**config.mk**
```make
export PLATFORM = sky130hd
export DESIGN_NAME = fraction_add_mul_reduce
export DESIGN_NICKNAME = d
export VERILOG_FILES = /design/src/hw/rtl/fam_pkg.sv /design/src/hw/rtl/fam_div.sv /design/src/hw/rtl/fam_queue.sv /design/src/hw/rtl/fam_front.sv /design/src/hw/rtl/fam_back.sv /design/src/hw/rtl/fraction_add_mul_reduce.sv
export SDC_FILE = /design/constraint.sdc
export NUM_CORES = 1
export LEC_CHECK = 0
export ABC_CLOCK_PERIOD_IN_PS = 6390
export BUFFER_PORTS_ARGS = -buffer_cell sky130_fd_sc_hd__clkbuf_2
export CAP_MARGIN = 25
export CORE_AREA = 2 2 395 397
export DETAILED_ROUTE_END_ITERATION = 10
export DIE_AREA = 0 0 397 399
export SLEW_MARGIN = 20
export SYNTH_ARGS = -nofsm -noshare
export SYNTH_HDL_FRONTEND = slang
export SYNTH_SLANG_ARGS = --single-unit
```
**constraint.sdc**
```tcl
create_clock -name clock -period 6.39 [get_ports clock]
set_input_delay 0.639 -clock clock [delete_from_list [all_inputs] [get_ports clock]]
set_output_delay 0.639 -clock clock [all_outputs]
set_load 0.02 [all_outputs]
```
**src/hw/rtl/fam_pkg.sv**
```systemverilog
`default_nettype none

package fam_pkg;

   // operation codes carried on req_func
   localparam logic [1:0] FUNC_REDUCE = 2'd0;
   localparam logic [1:0] FUNC_MUL    = 2'd1;
   localparam logic [1:0] FUNC_ADD    = 2'd2;

   // divider status toward its user
   typedef struct packed {
      logic busy;
      logic done;
   } div_status_type;

endpackage

`default_nettype wire

```
**src/hw/rtl/fam_div.sv**
```systemverilog
`default_nettype none

// Truncating signed divide, one quotient bit per cycle (restoring).
// Quotient sign is the xor of operand signs, remainder takes the dividend sign.
module fam_div #(
   parameter int WIDTH = 32
) (
   input  wire logic             clock,
   input  wire logic             reset,
   input  wire logic             start,
   input  wire logic [WIDTH-1:0] dividend,
   input  wire logic [WIDTH-1:0] divisor,
   output fam_pkg::div_status_type status,
   output logic      [WIDTH-1:0] quo,
   output logic      [WIDTH-1:0] rem
);
   import fam_pkg::*;

   localparam int CW = $clog2(WIDTH + 1);

   logic [CW-1:0]    cnt_ff;
   logic             done_ff;
   logic             neg_q_ff;
   logic             neg_r_ff;
   logic [WIDTH-1:0] q_ff;
   logic [WIDTH-1:0] r_ff;
   logic [WIDTH-1:0] b_ff;
   logic [WIDTH-1:0] mag_a;
   logic [WIDTH-1:0] mag_b;
   logic [WIDTH:0]   rem_sh;
   logic [WIDTH:0]   diff;

   // operand magnitudes
   assign mag_a = dividend[WIDTH-1] ? (~dividend + 1'b1) : dividend;
   assign mag_b = divisor[WIDTH-1] ? (~divisor + 1'b1) : divisor;

   // one restoring step
   assign rem_sh = {r_ff, q_ff[WIDTH-1]};
   assign diff   = rem_sh - {1'b0, b_ff};

   always_ff @(posedge clock) begin
      if (reset) begin
         cnt_ff  <= '0;
         done_ff <= 1'b0;
      end else begin
         done_ff <= (cnt_ff == CW'(1));
         if (start && cnt_ff == '0) begin
            cnt_ff <= CW'(WIDTH);
         end else if (cnt_ff != '0) begin
            cnt_ff <= cnt_ff - 1'b1;
         end
      end
   end

   always_ff @(posedge clock) begin
      if (start && cnt_ff == '0) begin
         neg_q_ff <= dividend[WIDTH-1] ^ divisor[WIDTH-1];
         neg_r_ff <= dividend[WIDTH-1];
         q_ff     <= mag_a;
         r_ff     <= '0;
         b_ff     <= mag_b;
      end else if (cnt_ff != '0) begin
         if (!diff[WIDTH]) begin
            r_ff <= diff[WIDTH-1:0];
            q_ff <= {q_ff[WIDTH-2:0], 1'b1};
         end else begin
            r_ff <= rem_sh[WIDTH-1:0];
            q_ff <= {q_ff[WIDTH-2:0], 1'b0};
         end
      end
   end

   // sign fix-up, valid with done and held until the next start
   assign quo = neg_q_ff ? (~q_ff + 1'b1) : q_ff;
   assign rem = neg_r_ff ? (~r_ff + 1'b1) : r_ff;

   assign status.busy = (cnt_ff != '0);
   assign status.done = done_ff;

endmodule

`default_nettype wire

```
**src/hw/rtl/fam_queue.sv**
```systemverilog
`default_nettype none

// Small register FIFO between front and back.
module fam_queue #(
   parameter int DW    = 64,
   parameter int DEPTH = 2
) (
   input  wire logic          clock,
   input  wire logic          reset,
   input  wire logic          push_valid,
   output logic               push_ready,
   input  wire logic [DW-1:0] push_data,
   output logic               pop_valid,
   input  wire logic          pop_ready,
   output logic      [DW-1:0] pop_data
);

   localparam int PW = $clog2(DEPTH);
   localparam int CW = $clog2(DEPTH + 1);

   logic [DW-1:0] mem_ff [DEPTH];
   logic [PW-1:0] wr_ptr_ff;
   logic [PW-1:0] rd_ptr_ff;
   logic [CW-1:0] count_ff;
   logic          do_push;
   logic          do_pop;

   assign push_ready = (count_ff != CW'(DEPTH));
   assign pop_valid  = (count_ff != '0);
   assign do_push    = push_valid && push_ready;
   assign do_pop     = pop_valid && pop_ready;
   assign pop_data   = mem_ff[rd_ptr_ff];

   always_ff @(posedge clock) begin
      if (reset) begin
         wr_ptr_ff <= '0;
         rd_ptr_ff <= '0;
         count_ff  <= '0;
      end else begin
         if (do_push) begin
            wr_ptr_ff <= (wr_ptr_ff == PW'(DEPTH - 1)) ? '0 : wr_ptr_ff + 1'b1;
         end
         if (do_pop) begin
            rd_ptr_ff <= (rd_ptr_ff == PW'(DEPTH - 1)) ? '0 : rd_ptr_ff + 1'b1;
         end
         if (do_push && !do_pop) begin
            count_ff <= count_ff + 1'b1;
         end else if (do_pop && !do_push) begin
            count_ff <= count_ff - 1'b1;
         end
      end
   end

   always_ff @(posedge clock) begin
      if (do_push) begin
         mem_ff[wr_ptr_ff] <= push_data;
      end
   end

endmodule

`default_nettype wire

```
**src/hw/rtl/fam_front.sv**
```systemverilog
`default_nettype none

// Front: accepts a request, forms the raw numerator and denominator (for
// multiply/add with a shift-add multiplier, one bit per cycle, stopping early
// when the multiplier runs out of ones), then pushes {num, den} to the queue.
module fam_front #(
   parameter int WIDTH = 32
) (
   input  wire logic                 clock,
   input  wire logic                 reset,
   input  wire logic                 req_valid,
   output logic                      req_stall,
   input  wire logic [1:0]           req_func,
   input  wire logic signed [31:0]   req_a_num,
   input  wire logic signed [31:0]   req_a_den,
   input  wire logic signed [31:0]   req_b_num,
   input  wire logic signed [31:0]   req_b_den,
   output logic                      push_valid,
   input  wire logic                 push_ready,
   output logic      [2*WIDTH-1:0]   push_data
);
   import fam_pkg::*;

   typedef enum logic [2:0] {
      F_IDLE = 3'b001,
      F_MUL  = 3'b010,
      F_PUSH = 3'b100
   } front_state_type;

   front_state_type  state_ff;
   front_state_type  state_in;
   logic [1:0]       op_ff;
   logic [1:0]       stage_ff;
   logic [WIDTH-1:0] an_ff;
   logic [WIDTH-1:0] bn_ff;
   logic [WIDTH-1:0] ad_ff;
   logic [WIDTH-1:0] bd_ff;
   logic [WIDTH-1:0] mcand_ff;
   logic [WIDTH-1:0] mplier_ff;
   logic [WIDTH-1:0] acc_ff;
   logic [WIDTH-1:0] n_ff;
   logic [WIDTH-1:0] d_ff;
   logic             accept;
   logic             prod_done;

   assign req_stall  = (state_ff != F_IDLE);
   assign accept     = req_valid && (state_ff == F_IDLE);
   assign prod_done  = (mplier_ff == '0);
   assign push_valid = (state_ff == F_PUSH);
   assign push_data  = {n_ff, d_ff};

   // next state
   always_comb begin
      state_in = state_ff;
      unique case (state_ff)
         F_IDLE: begin
            if (req_valid) begin
               state_in = (req_func == FUNC_MUL || req_func == FUNC_ADD) ? F_MUL : F_PUSH;
            end
         end
         F_MUL: begin
            if (prod_done && (stage_ff == 2'd2 || (stage_ff == 2'd1 && op_ff == FUNC_MUL))) begin
               state_in = F_PUSH;
            end
         end
         F_PUSH: begin
            if (push_ready) state_in = F_IDLE;
         end
         default: state_in = F_IDLE;
      endcase
   end

   always_ff @(posedge clock) begin
      if (reset) begin
         state_ff <= F_IDLE;
      end else begin
         state_ff <= state_in;
      end
   end

   // datapath: denominator product first, then the numerator terms
   always_ff @(posedge clock) begin
      if (accept) begin
         op_ff    <= req_func;
         an_ff    <= WIDTH'(req_a_num);
         ad_ff    <= WIDTH'(req_a_den);
         bn_ff    <= WIDTH'(req_b_num);
         stage_ff <= 2'd0;
         acc_ff   <= '0;
         mcand_ff <= WIDTH'(req_a_den);
         mplier_ff <= WIDTH'(req_b_den);
         case (req_func) inside
            FUNC_MUL, FUNC_ADD: begin
            end
            default: begin
               n_ff <= WIDTH'(req_a_num);
               d_ff <= WIDTH'(req_a_den);
            end
         endcase
      end else if (state_ff == F_MUL) begin
         if (!prod_done) begin
            if (mplier_ff[0]) acc_ff <= acc_ff + mcand_ff;
            mcand_ff  <= mcand_ff << 1;
            mplier_ff <= mplier_ff >> 1;
         end else begin
            case (stage_ff)
               2'd0: begin
                  d_ff      <= acc_ff;
                  acc_ff    <= '0;
                  mcand_ff  <= an_ff;
                  mplier_ff <= (op_ff == FUNC_MUL) ? bn_ff : bd_ff;
                  stage_ff  <= 2'd1;
               end
               2'd1: begin
                  n_ff      <= acc_ff;
                  acc_ff    <= '0;
                  mcand_ff  <= bn_ff;
                  mplier_ff <= ad_ff;
                  stage_ff  <= 2'd2;
               end
               default: begin
                  n_ff <= n_ff + acc_ff;
               end
            endcase
         end
      end
   end

   // b_den, needed for the first cross term
   always_ff @(posedge clock) begin
      if (accept) bd_ff <= WIDTH'(req_b_den);
   end

endmodule

`default_nettype wire

```
**src/hw/rtl/fam_back.sv**
```systemverilog
`default_nettype none

// Back: Euclid GCD by repeated truncating remainders, then num/g and den/g,
// all on one shared serial divider; 0/0 if g is zero. Result held in output regs.
module fam_back #(
   parameter int WIDTH = 32
) (
   input  wire logic                 clock,
   input  wire logic                 reset,
   input  wire logic                 pop_valid,
   output logic                      pop_ready,
   input  wire logic [2*WIDTH-1:0]   pop_data,
   output logic                      rsp_valid,
   input  wire logic                 rsp_stall,
   output logic signed [31:0]        rsp_res_num,
   output logic signed [31:0]        rsp_res_den,
   output logic                      rsp_zero_gcd
);
   import fam_pkg::*;

   typedef enum logic [5:0] {
      B_IDLE  = 6'b000001,
      B_GCD   = 6'b000010,
      B_GCDW  = 6'b000100,
      B_DIVNW = 6'b001000,
      B_DIVDW = 6'b010000,
      B_OUT   = 6'b100000
   } back_state_type;

   back_state_type   state_ff;
   back_state_type   state_in;
   logic [WIDTH-1:0] n_ff;
   logic [WIDTH-1:0] d_ff;
   logic [WIDTH-1:0] u_ff;
   logic [WIDTH-1:0] v_ff;
   logic [WIDTH-1:0] qn_ff;
   logic signed [31:0] res_num_ff;
   logic signed [31:0] res_den_ff;
   logic             zero_ff;
   logic             gcd_zero;
   logic             div_start;
   logic [WIDTH-1:0] div_a;
   logic [WIDTH-1:0] div_b;
   logic [WIDTH-1:0] div_q;
   logic [WIDTH-1:0] div_r;
   div_status_type   div_st;

   fam_div #(.WIDTH(WIDTH)) u_div (
      .clock    (clock),
      .reset    (reset),
      .start    (div_start),
      .dividend (div_a),
      .divisor  (div_b),
      .status   (div_st),
      .quo      (div_q),
      .rem      (div_r)
   );

   assign pop_ready = (state_ff == B_IDLE);
   assign gcd_zero  = (u_ff == '0);

   // divider operand select; u_ff holds g once v reaches zero
   always_comb begin
      div_a = u_ff;
      div_b = v_ff;
      if (state_ff == B_GCD && v_ff == '0) begin
         div_a = n_ff;
         div_b = u_ff;
      end else if (state_ff == B_DIVNW) begin
         div_a = d_ff;
         div_b = u_ff;
      end
   end

   assign div_start = (state_ff == B_GCD && !(v_ff == '0 && gcd_zero)) ||
                      (state_ff == B_DIVNW && div_st.done);

   // next state
   always_comb begin
      state_in = state_ff;
      unique case (state_ff)
         B_IDLE:  if (pop_valid) state_in = B_GCD;
         B_GCD: begin
            if (v_ff != '0)   state_in = B_GCDW;
            else if (gcd_zero) state_in = B_OUT;
            else              state_in = B_DIVNW;
         end
         B_GCDW:  if (div_st.done) state_in = B_GCD;
         B_DIVNW: if (div_st.done) state_in = B_DIVDW;
         B_DIVDW: if (div_st.done) state_in = B_OUT;
         B_OUT:   if (!rsp_stall) state_in = B_IDLE;
         default: state_in = B_IDLE;
      endcase
   end

   always_ff @(posedge clock) begin
      if (reset) begin
         state_ff <= B_IDLE;
      end else begin
         state_ff <= state_in;
      end
   end

   always_ff @(posedge clock) begin
      if (state_ff == B_IDLE && pop_valid) begin
         n_ff <= pop_data[2*WIDTH-1:WIDTH];
         d_ff <= pop_data[WIDTH-1:0];
         u_ff <= pop_data[2*WIDTH-1:WIDTH];
         v_ff <= pop_data[WIDTH-1:0];
      end
      if (state_ff == B_GCD && v_ff == '0 && gcd_zero) begin
         res_num_ff <= '0;
         res_den_ff <= '0;
         zero_ff    <= 1'b1;
      end
      if (state_ff == B_GCDW && div_st.done) begin
         u_ff <= v_ff;
         v_ff <= div_r;
      end
      if (state_ff == B_DIVNW && div_st.done) begin
         qn_ff <= div_q;
      end
      if (state_ff == B_DIVDW && div_st.done) begin
         res_num_ff <= 32'(signed'(qn_ff));
         res_den_ff <= 32'(signed'(div_q));
         zero_ff    <= 1'b0;
      end
   end

   assign rsp_valid    = (state_ff == B_OUT);
   assign rsp_res_num  = res_num_ff;
   assign rsp_res_den  = res_den_ff;
   assign rsp_zero_gcd = zero_ff;

   // checks
   a_start_idle: assert property (@(posedge clock) disable iff (reset)
      div_start |-> !div_st.busy) else $error("divider started while busy");

   a_done_waiting: assert property (@(posedge clock) disable iff (reset)
      div_st.done |-> (state_ff == B_GCDW || state_ff == B_DIVNW || state_ff == B_DIVDW))
      else $error("divider result with nobody waiting");

   a_zero_result: assert property (@(posedge clock) disable iff (reset)
      (rsp_valid && rsp_zero_gcd) |-> (rsp_res_num == '0 && rsp_res_den == '0))
      else $error("zero gcd flag with nonzero result");

endmodule

`default_nettype wire

```
**src/hw/rtl/fraction_add_mul_reduce.sv**
```systemverilog
`default_nettype none

// Channel | Direction | Handshake            | Payload
// req     | in        | req_valid/req_stall  | func, a_num, a_den, b_num, b_den
// rsp     | out       | rsp_valid/rsp_stall  | res_num, res_den, zero_gcd
//
// Front: reduce skips the multiplier and goes straight to the queue; multiply
// forms 2 products and add 3, each on the serial shift-add multiplier.
// Back: one serial divide per Euclid remainder step, then, unless g is zero,
// two final divides for num/g and den/g on the same shared divider.
// Reset is synchronous; no storage needs clearing. A stalled rsp holds the
// back, the queue then fills and the front stalls req.
module fraction_add_mul_reduce #(
   parameter int WIDTH       = 32,
   parameter int QUEUE_DEPTH = 2
) (
   input  wire logic               clock,
   input  wire logic               reset,
   input  wire logic               req_valid,
   output logic                    req_stall,
   input  wire logic [1:0]         req_func,
   input  wire logic signed [31:0] req_a_num,
   input  wire logic signed [31:0] req_a_den,
   input  wire logic signed [31:0] req_b_num,
   input  wire logic signed [31:0] req_b_den,
   output logic                    rsp_valid,
   input  wire logic               rsp_stall,
   output logic signed [31:0]      rsp_res_num,
   output logic signed [31:0]      rsp_res_den,
   output logic                    rsp_zero_gcd
);

   logic               push_valid;
   logic               push_ready;
   logic [2*WIDTH-1:0] push_data;
   logic               pop_valid;
   logic               pop_ready;
   logic [2*WIDTH-1:0] pop_data;

   fam_front #(.WIDTH(WIDTH)) u_front (
      .clock      (clock),
      .reset      (reset),
      .req_valid  (req_valid),
      .req_stall  (req_stall),
      .req_func   (req_func),
      .req_a_num  (req_a_num),
      .req_a_den  (req_a_den),
      .req_b_num  (req_b_num),
      .req_b_den  (req_b_den),
      .push_valid (push_valid),
      .push_ready (push_ready),
      .push_data  (push_data)
   );

   fam_queue #(.DW(2 * WIDTH), .DEPTH(QUEUE_DEPTH)) u_queue (
      .clock      (clock),
      .reset      (reset),
      .push_valid (push_valid),
      .push_ready (push_ready),
      .push_data  (push_data),
      .pop_valid  (pop_valid),
      .pop_ready  (pop_ready),
      .pop_data   (pop_data)
   );

   fam_back #(.WIDTH(WIDTH)) u_back (
      .clock        (clock),
      .reset        (reset),
      .pop_valid    (pop_valid),
      .pop_ready    (pop_ready),
      .pop_data     (pop_data),
      .rsp_valid    (rsp_valid),
      .rsp_stall    (rsp_stall),
      .rsp_res_num  (rsp_res_num),
      .rsp_res_den  (rsp_res_den),
      .rsp_zero_gcd (rsp_zero_gcd)
   );

endmodule

`default_nettype wire

```
Word level (Yosys, flattened, before mapping):

Memory sizes are Yosys's and may differ from the RTL's. A register that Yosys moved wholly into a read port is not among the register bits.
Index checks and enable logic that the tools add are counted.

* bits in read-only memories: 0
* memories kept: 1
* logic and storage cells: 193
* bits in writable memories: 128
* output and inout port bits: 67
* latch bits: 0
* input bits: 134
* register bits after elaboration: 635

Memory list
* u_queue.mem_ff: depth 2, bits a word 64, read ports 1, clocked after memory_dff 1, wr ports 1, RTL line fam_queue.sv:21 `logic [DW-1:0] mem_ff [DEPTH];`

* divide/modulo/power cells: 0
* reduce and logical (&&, ||, !) cells: 48
* multipliers: 0
* muxes and demuxes: 65
* eq/ne operators: 29
* bitwise operators: 5
* $lt $le $gt $ge: 0
* shifts and indexed selects: 0
* add/subtract/negate cells: 12

Operator list (count)
* 32-bit two-way mux: 36
* 32-bit one-hot mux with 2 select lines: 3
* 32-bit by 1-bit adder with 32-bit output (second input constant): 4
* 32-bit NOT: 4
* 32-bit logical NOT: 3
* 32-bit adder: 2
* 6-bit two-way mux: 9
* 6-bit one-hot mux with 6 select lines: 1
* 33-bit by 32-bit subtractor with 33-bit output: 1
* 32-bit nonzero test: 1
* 31-bit two-way mux: 1
* 2-bit nonzero test: 10
* 2-bit != test (second input constant): 9
* 1-bit logical AND: 15
* 6-bit by 1-bit equality test with 1-bit output (second input constant): 2
* 3-bit two-way mux: 4
* 3-bit one-hot mux with 3 select lines: 1
* 3-bit AND reduction: 3
* 4-bit AND reduction: 2
* 1-bit two-way mux: 7
* 2-bit by 1-bit equality test with 1-bit output (second input constant): 3
* 6-bit by 2-bit equality test with 1-bit output (second input constant): 1
* 6-bit by 3-bit equality test with 1-bit output (second input constant): 1
* 6-bit by 4-bit equality test with 1-bit output (second input constant): 1
* 24 further kinds: 35

Depth between registers and ports, before layout:

* depth in word-level cells: 7
* gate-level depth with buffers: 18

Hierarchy:

From an unflattened synthesis, not the netlist that was laid out.

* cell total of the unflattened synthesis: 3286
* area, all modules: 38252.9 um2

Modules (own cells, without submodules)
* fam_front: cells an instance 1439, instances 1, area each 15019.4 um2
* fam_back: cells an instance 668, instances 1, area each 10087.2 um2
* fam_div: cells an instance 956, instances 1, area each 8309.2 um2
* fam_queue: cells an instance 223, instances 1, area each 4837.1 um2

Worst setup path before layout:

OpenSTA, ideal clock, no wires.

* path type: flip-flop to flip-flop
* start: register u_front.state_ff[2]
* end: register u_front.ad_ff[0], enable pin
* cell stages (with the launch flop): 10
* path slack: -0.005 ns
* arrival: 5.850 ns
* library setup time: 0.545 ns
* cell sequence: dfxtp_1 or3b_2 clkbuf_1 inv_1 nand2_1 inv_1 clkbuf_1 clkbuf_1 clkbuf_1 clkbuf_1

* longest elaborated chain between the ends: 2

RTL lines
* start: declaration: RTL line fam_front.sv:30 `front_state_type state_ff;`
* start signal: assignment: RTL line fam_front.sv:77 `state_ff <= state_in;`
* 3-bit by 1-bit equality test with 1-bit output: RTL line fam_front.sv:47 `assign accept = req_valid && (state_ff == F_IDLE);`
* 1-bit logical AND: RTL line fam_front.sv:47
* via u_front.accept: RTL line fam_front.sv:43 `logic accept;`
* end signal: assignment: RTL line fam_front.sv:86 `ad_ff <= WIDTH'(req_a_den);`
* end: declaration: RTL line fam_front.sv:36 `logic [WIDTH-1:0] ad_ff;`

The timed path passes the listed nets, and every way through them passes these cells.
A chain may end at the register's enable or synchronous reset.

Final worst setup path:

* start: register u_back.v_ff[25]
* end: register u_back.u_div.q_ff[23], data pin

* longest elaborated chain between the ends: 7

RTL lines
* start: declaration: RTL line fam_back.sv:35 `logic [WIDTH-1:0] v_ff;`
* start signal: assignment: RTL line fam_back.sv:109 `v_ff <= pop_data[WIDTH-1:0];`
* start signal: assignment: RTL line fam_back.sv:118 `v_ff <= div_r;`
* 32-bit logical NOT (*): RTL line fam_back.sv:66, fam_back.sv:75
* 1-bit logical AND, on equally long branches: RTL line fam_back.sv:66, fam_back.sv:75
* 32-bit two-way mux / 1-bit logical NOT (equally long branches): RTL line fam_back.sv:66, fam_back.sv:75
* 32-bit NOT / 1-bit logical AND (equally long branches): RTL line fam_div.sv:34, fam_back.sv:75
* 32-bit by 1-bit adder with 32-bit output / 1-bit logical OR (equally long branches): RTL line fam_div.sv:34, fam_back.sv:75
* 32-bit two-way mux / 1-bit logical AND (equally long branches): RTL line fam_div.sv:34, fam_div.sv:56
* 32-bit two-way mux (*): RTL line fam_div.sv:56 `if (start && cnt_ff == '0) begin`
* end signal: assignment: RTL line fam_div.sv:59 `q_ff <= mag_a;`
* end signal: assignment: RTL line fam_div.sv:65 `q_ff <= {q_ff[WIDTH-2:0], 1'b1};`
* end signal: assignment: RTL line fam_div.sv:68 `q_ff <= {q_ff[WIDTH-2:0], 1'b0};`
* end: declaration: RTL line fam_div.sv:25 `logic [WIDTH-1:0] q_ff;`

Every way passes the cells marked *; elsewhere a longest branch is shown, timed or not.

==> metrics.cfg <==
[yosys]
synth-seq-cells = 764
ys_seq_area_share_pct = 57.6
async_flop_share_pct = 0
ys.flop_type = edfxtp_1
netlist-cell-type-count = 90
synth_nets = 3626
synth_edf_count = 676
netlist_instances = 3388
yosys_warnings = 0
syn_avg_cell_area_um2 = 11.3
synthesis.area_um2 = 38300

[place]
dp_cells = 5513
gp_congestion = 0.931
hpwlAfterDp_um = 75600
port_buffers = 200
dpl_worst_slack_ns = 2.09

[clocking]
cts_buffers = 83
cts_buffer_depth = 3
cts-root-buf = clkbuf_16
clkTransAtPathRegs_ns = 0.06
clock_latency_ns = 0.70
cts_tree = built
clock-sinks = 764
post_cts_buffers = 0
hold_buffers = 0
post_cts_resized = 0
h-tree-depth = 3

[timing]
rsz0062_at_grt = no
slew_headroom_pct = 36.0
worst_slew_pin_slew_ns = 0.959
fin_crit_sh_pct = 66.7
setup_tns_ns = 0
max_freq_mhz = 235
hold_viol = 0
skew_ns = 0.0619
slew_viol_final = 0
period_needed_ns = 4.26
setup_ws_ns = 2.13
setup_viol = 0

[detailed_routing]
drt_wl_total_um = 103000
dr_total_vias = 26620
wl_per_cell_um = 18.2
drt-initial-drc-count = 2344
drc = 0
dr.pass1.iters = 5
via_per_inst = 4.69
ant_nets = 0

[power_and_ir_drop]
swShare_pct = 34.9
p_sw_mw = 6.14
p_leak_nw = 15.9
p_per_area_nw_per_um2 = 395
ir_worst_vdd_mv = 0.255
intPower_mw = 11.4
power_frac_seq_pct = 43.5
clockPowerShare_pct = 28.0
pwr-share-comb_pct = 28.5

[global_route]
antenna_found_initial = 5
track_usage_pct = 12.7
globalRouteOverflowTotal = 0
grt_start_max_net_pins = 146
grt_pass1_vias = 25101
grt_pass1_wl_um = 156000

[finish]
final.fill_count = 15723
layout-drive-gt1-share_pct = 15.3
regMostFlops = u_queue.mem_ff
synthToLayoutAreaGrowth_pct = 16.1
largest_register_ffs = 128
mostFrequentLayoutCells = edfxtp_1, nand2_1, o21ai_0
layout_commonest_cell = edfxtp_1
finalNonFillerCells = 5670
nets = 3793

[floorplanning]
fp.coreArea_um2 = 154000
initial_core_util_pct = 24.9
die_w_um = 397
rows = 144
die-area_um2 = 158000
io_pins = 201
die_y_um = 399

[worst_setup_path]
worst_setup_path_start_kind = register
r2r_slack_ns = 2.13
worstPathRequired_ns = 6.78
cp.arrival_ns = 4.66
worstRegToRegCells = 9
worstSetupEndpointType = register
rr_endpoint = u_back.u_div.q_ff[23]$_DFFE_PP_
path_class = register to register
r2r_start = u_back.v_ff[25]$_DFFE_PP_
worst-path-max-fanout = 37

[worst_hold_path]
min_path_cells = 1
min-delay-start = req_b_num[15]
min_to = u_front.bn_ff[15]$_DFFE_PP_
hold_class = input port to register

[flow_run]
drv_cap = 0

[outcome]
status = completed

power by group through the flow:
stage / combinational [mW] / clock [mW] / sequential [mW]
floorplan: 3.51 / 0 / 7.32
global placement: 4.86 / 0 / 7.69
detailed placement: 4.95 / 0 / 7.71
CTS: 4.98 / 5.05 / 7.61
global route: 5.50 / 5.24 / 7.73
finish: 5.00 / 4.92 / 7.64
worst max-delay path, stage by stage, from the launching register on:
cell	delay, ns
edfxtp_1	0.44
or4_1	0.61
nor2_1	0.25
and4_2	0.77
buf_4	0.39
o21a_1	0.56
inv_1	0.44
o31ai_1	0.20
xor2_1	0.20
o21ai_1	0.09
cell families after synthesis:
group | Yosys count | synth area share (%)
simple gates | 1077 | 13.2
flops | 764 | 57.6
compound gates | 761 | 11.7
mux | 250 | 7.04
buf+inv | 230 | 2.44
xor+xnor | 202 | 4.62
fa+ha+maj | 104 | 3.45
stage by stage:
stage | utilization (%) | power, mW | hold slack, ns | cell area [um2]
floorplan | - | 10.8 | 0.421 | 38300
global placement | 27.1 | 12.5 | 0.426 | 41600
detailed placement | 27.1 | 12.7 | 0.433 | 41700
CTS | 28.9 | 17.6 | 0.0507 | 44500
global route | 28.9 | 18.5 | 0.0810 | 44500
finish | 28.9 | 17.6 | 0.107 | 44500
per-layer routing:
layer | wire [um] | up-vias | track usage [%] | share of wire [%]
li1 | - | 12784 | - | -
met3 | 6340 | 163 | 2.04 | 6.1
met4 | 2860 | 0 | 3.78 | 2.8
met1 | 49800 | 12820 | 18.7 | 48
met2 | 44500 | 853 | 19.0 | 43
met5 | 0 | - | 0 | 0
area by class of cell:
type                    instances  area [um2]  share of cell area, %
well taps                    2044        2560                   5.75
clock inverters                50         611                   1.37
inverters                      68         263                  0.591
repair buffers                244        1370                   3.07
flip-flops and latches        764       22100                   49.6
multi-input cells            2394       15400                   34.7
diodes                          2        5.00                 0.0113
clock buffers                 104        2190                   4.91
synth_stat cells, types with 29 or more instances:
cell type	n	area, um2
edfxtp_1	676	20300
nand2_1	490	1840
a21o_1	35	263
xnor2_1	133	1160
mux2i_1	113	1130
and2_1	70	438
nor2_1	181	679
nor3_1	68	340
a21oi_1	202	1010
ha_1	101	1260
or3_1	37	231
o21ai_0	311	1560
xor2_1	69	604
o31ai_1	30	225
mux2_2	133	1500
nor4_1	29	181
inv_1	68	255
clkbuf_1	123	462
nand3_1	59	295
dfxtp_1	88	1760
how the worst max path moves through the flow:
stage / from / to / slack, ns / cells after the start
floorplan: u_front.state_ff[2]$_SDFFE_PP0P_ / u_front.d_ff[0]$_DFFE_PP_ / 1.98 / 7
global placement: u_back.v_ff[23]$_DFFE_PP_ / u_back.u_div.q_ff[30]$_DFFE_PP_ / 2.22 / 12
detailed placement: u_back.u_div.q_ff[31]$_DFFE_PP_ / u_back.u_div.r_ff[9]$_SDFFE_PP0P_ / 2.09 / 13
CTS: u_back.u_div.q_ff[31]$_DFFE_PP_ / u_back.u_div.r_ff[9]$_SDFFE_PP0P_ / 2.04 / 13
global route: u_back.v_ff[25]$_DFFE_PP_ / u_back.u_div.q_ff[28]$_DFFE_PP_ / 1.78 / 12
finish: u_back.v_ff[25]$_DFFE_PP_ / u_back.u_div.q_ff[23]$_DFFE_PP_ / 2.13 / 9
No activity file was read; power rests on OpenSTA's default activity.
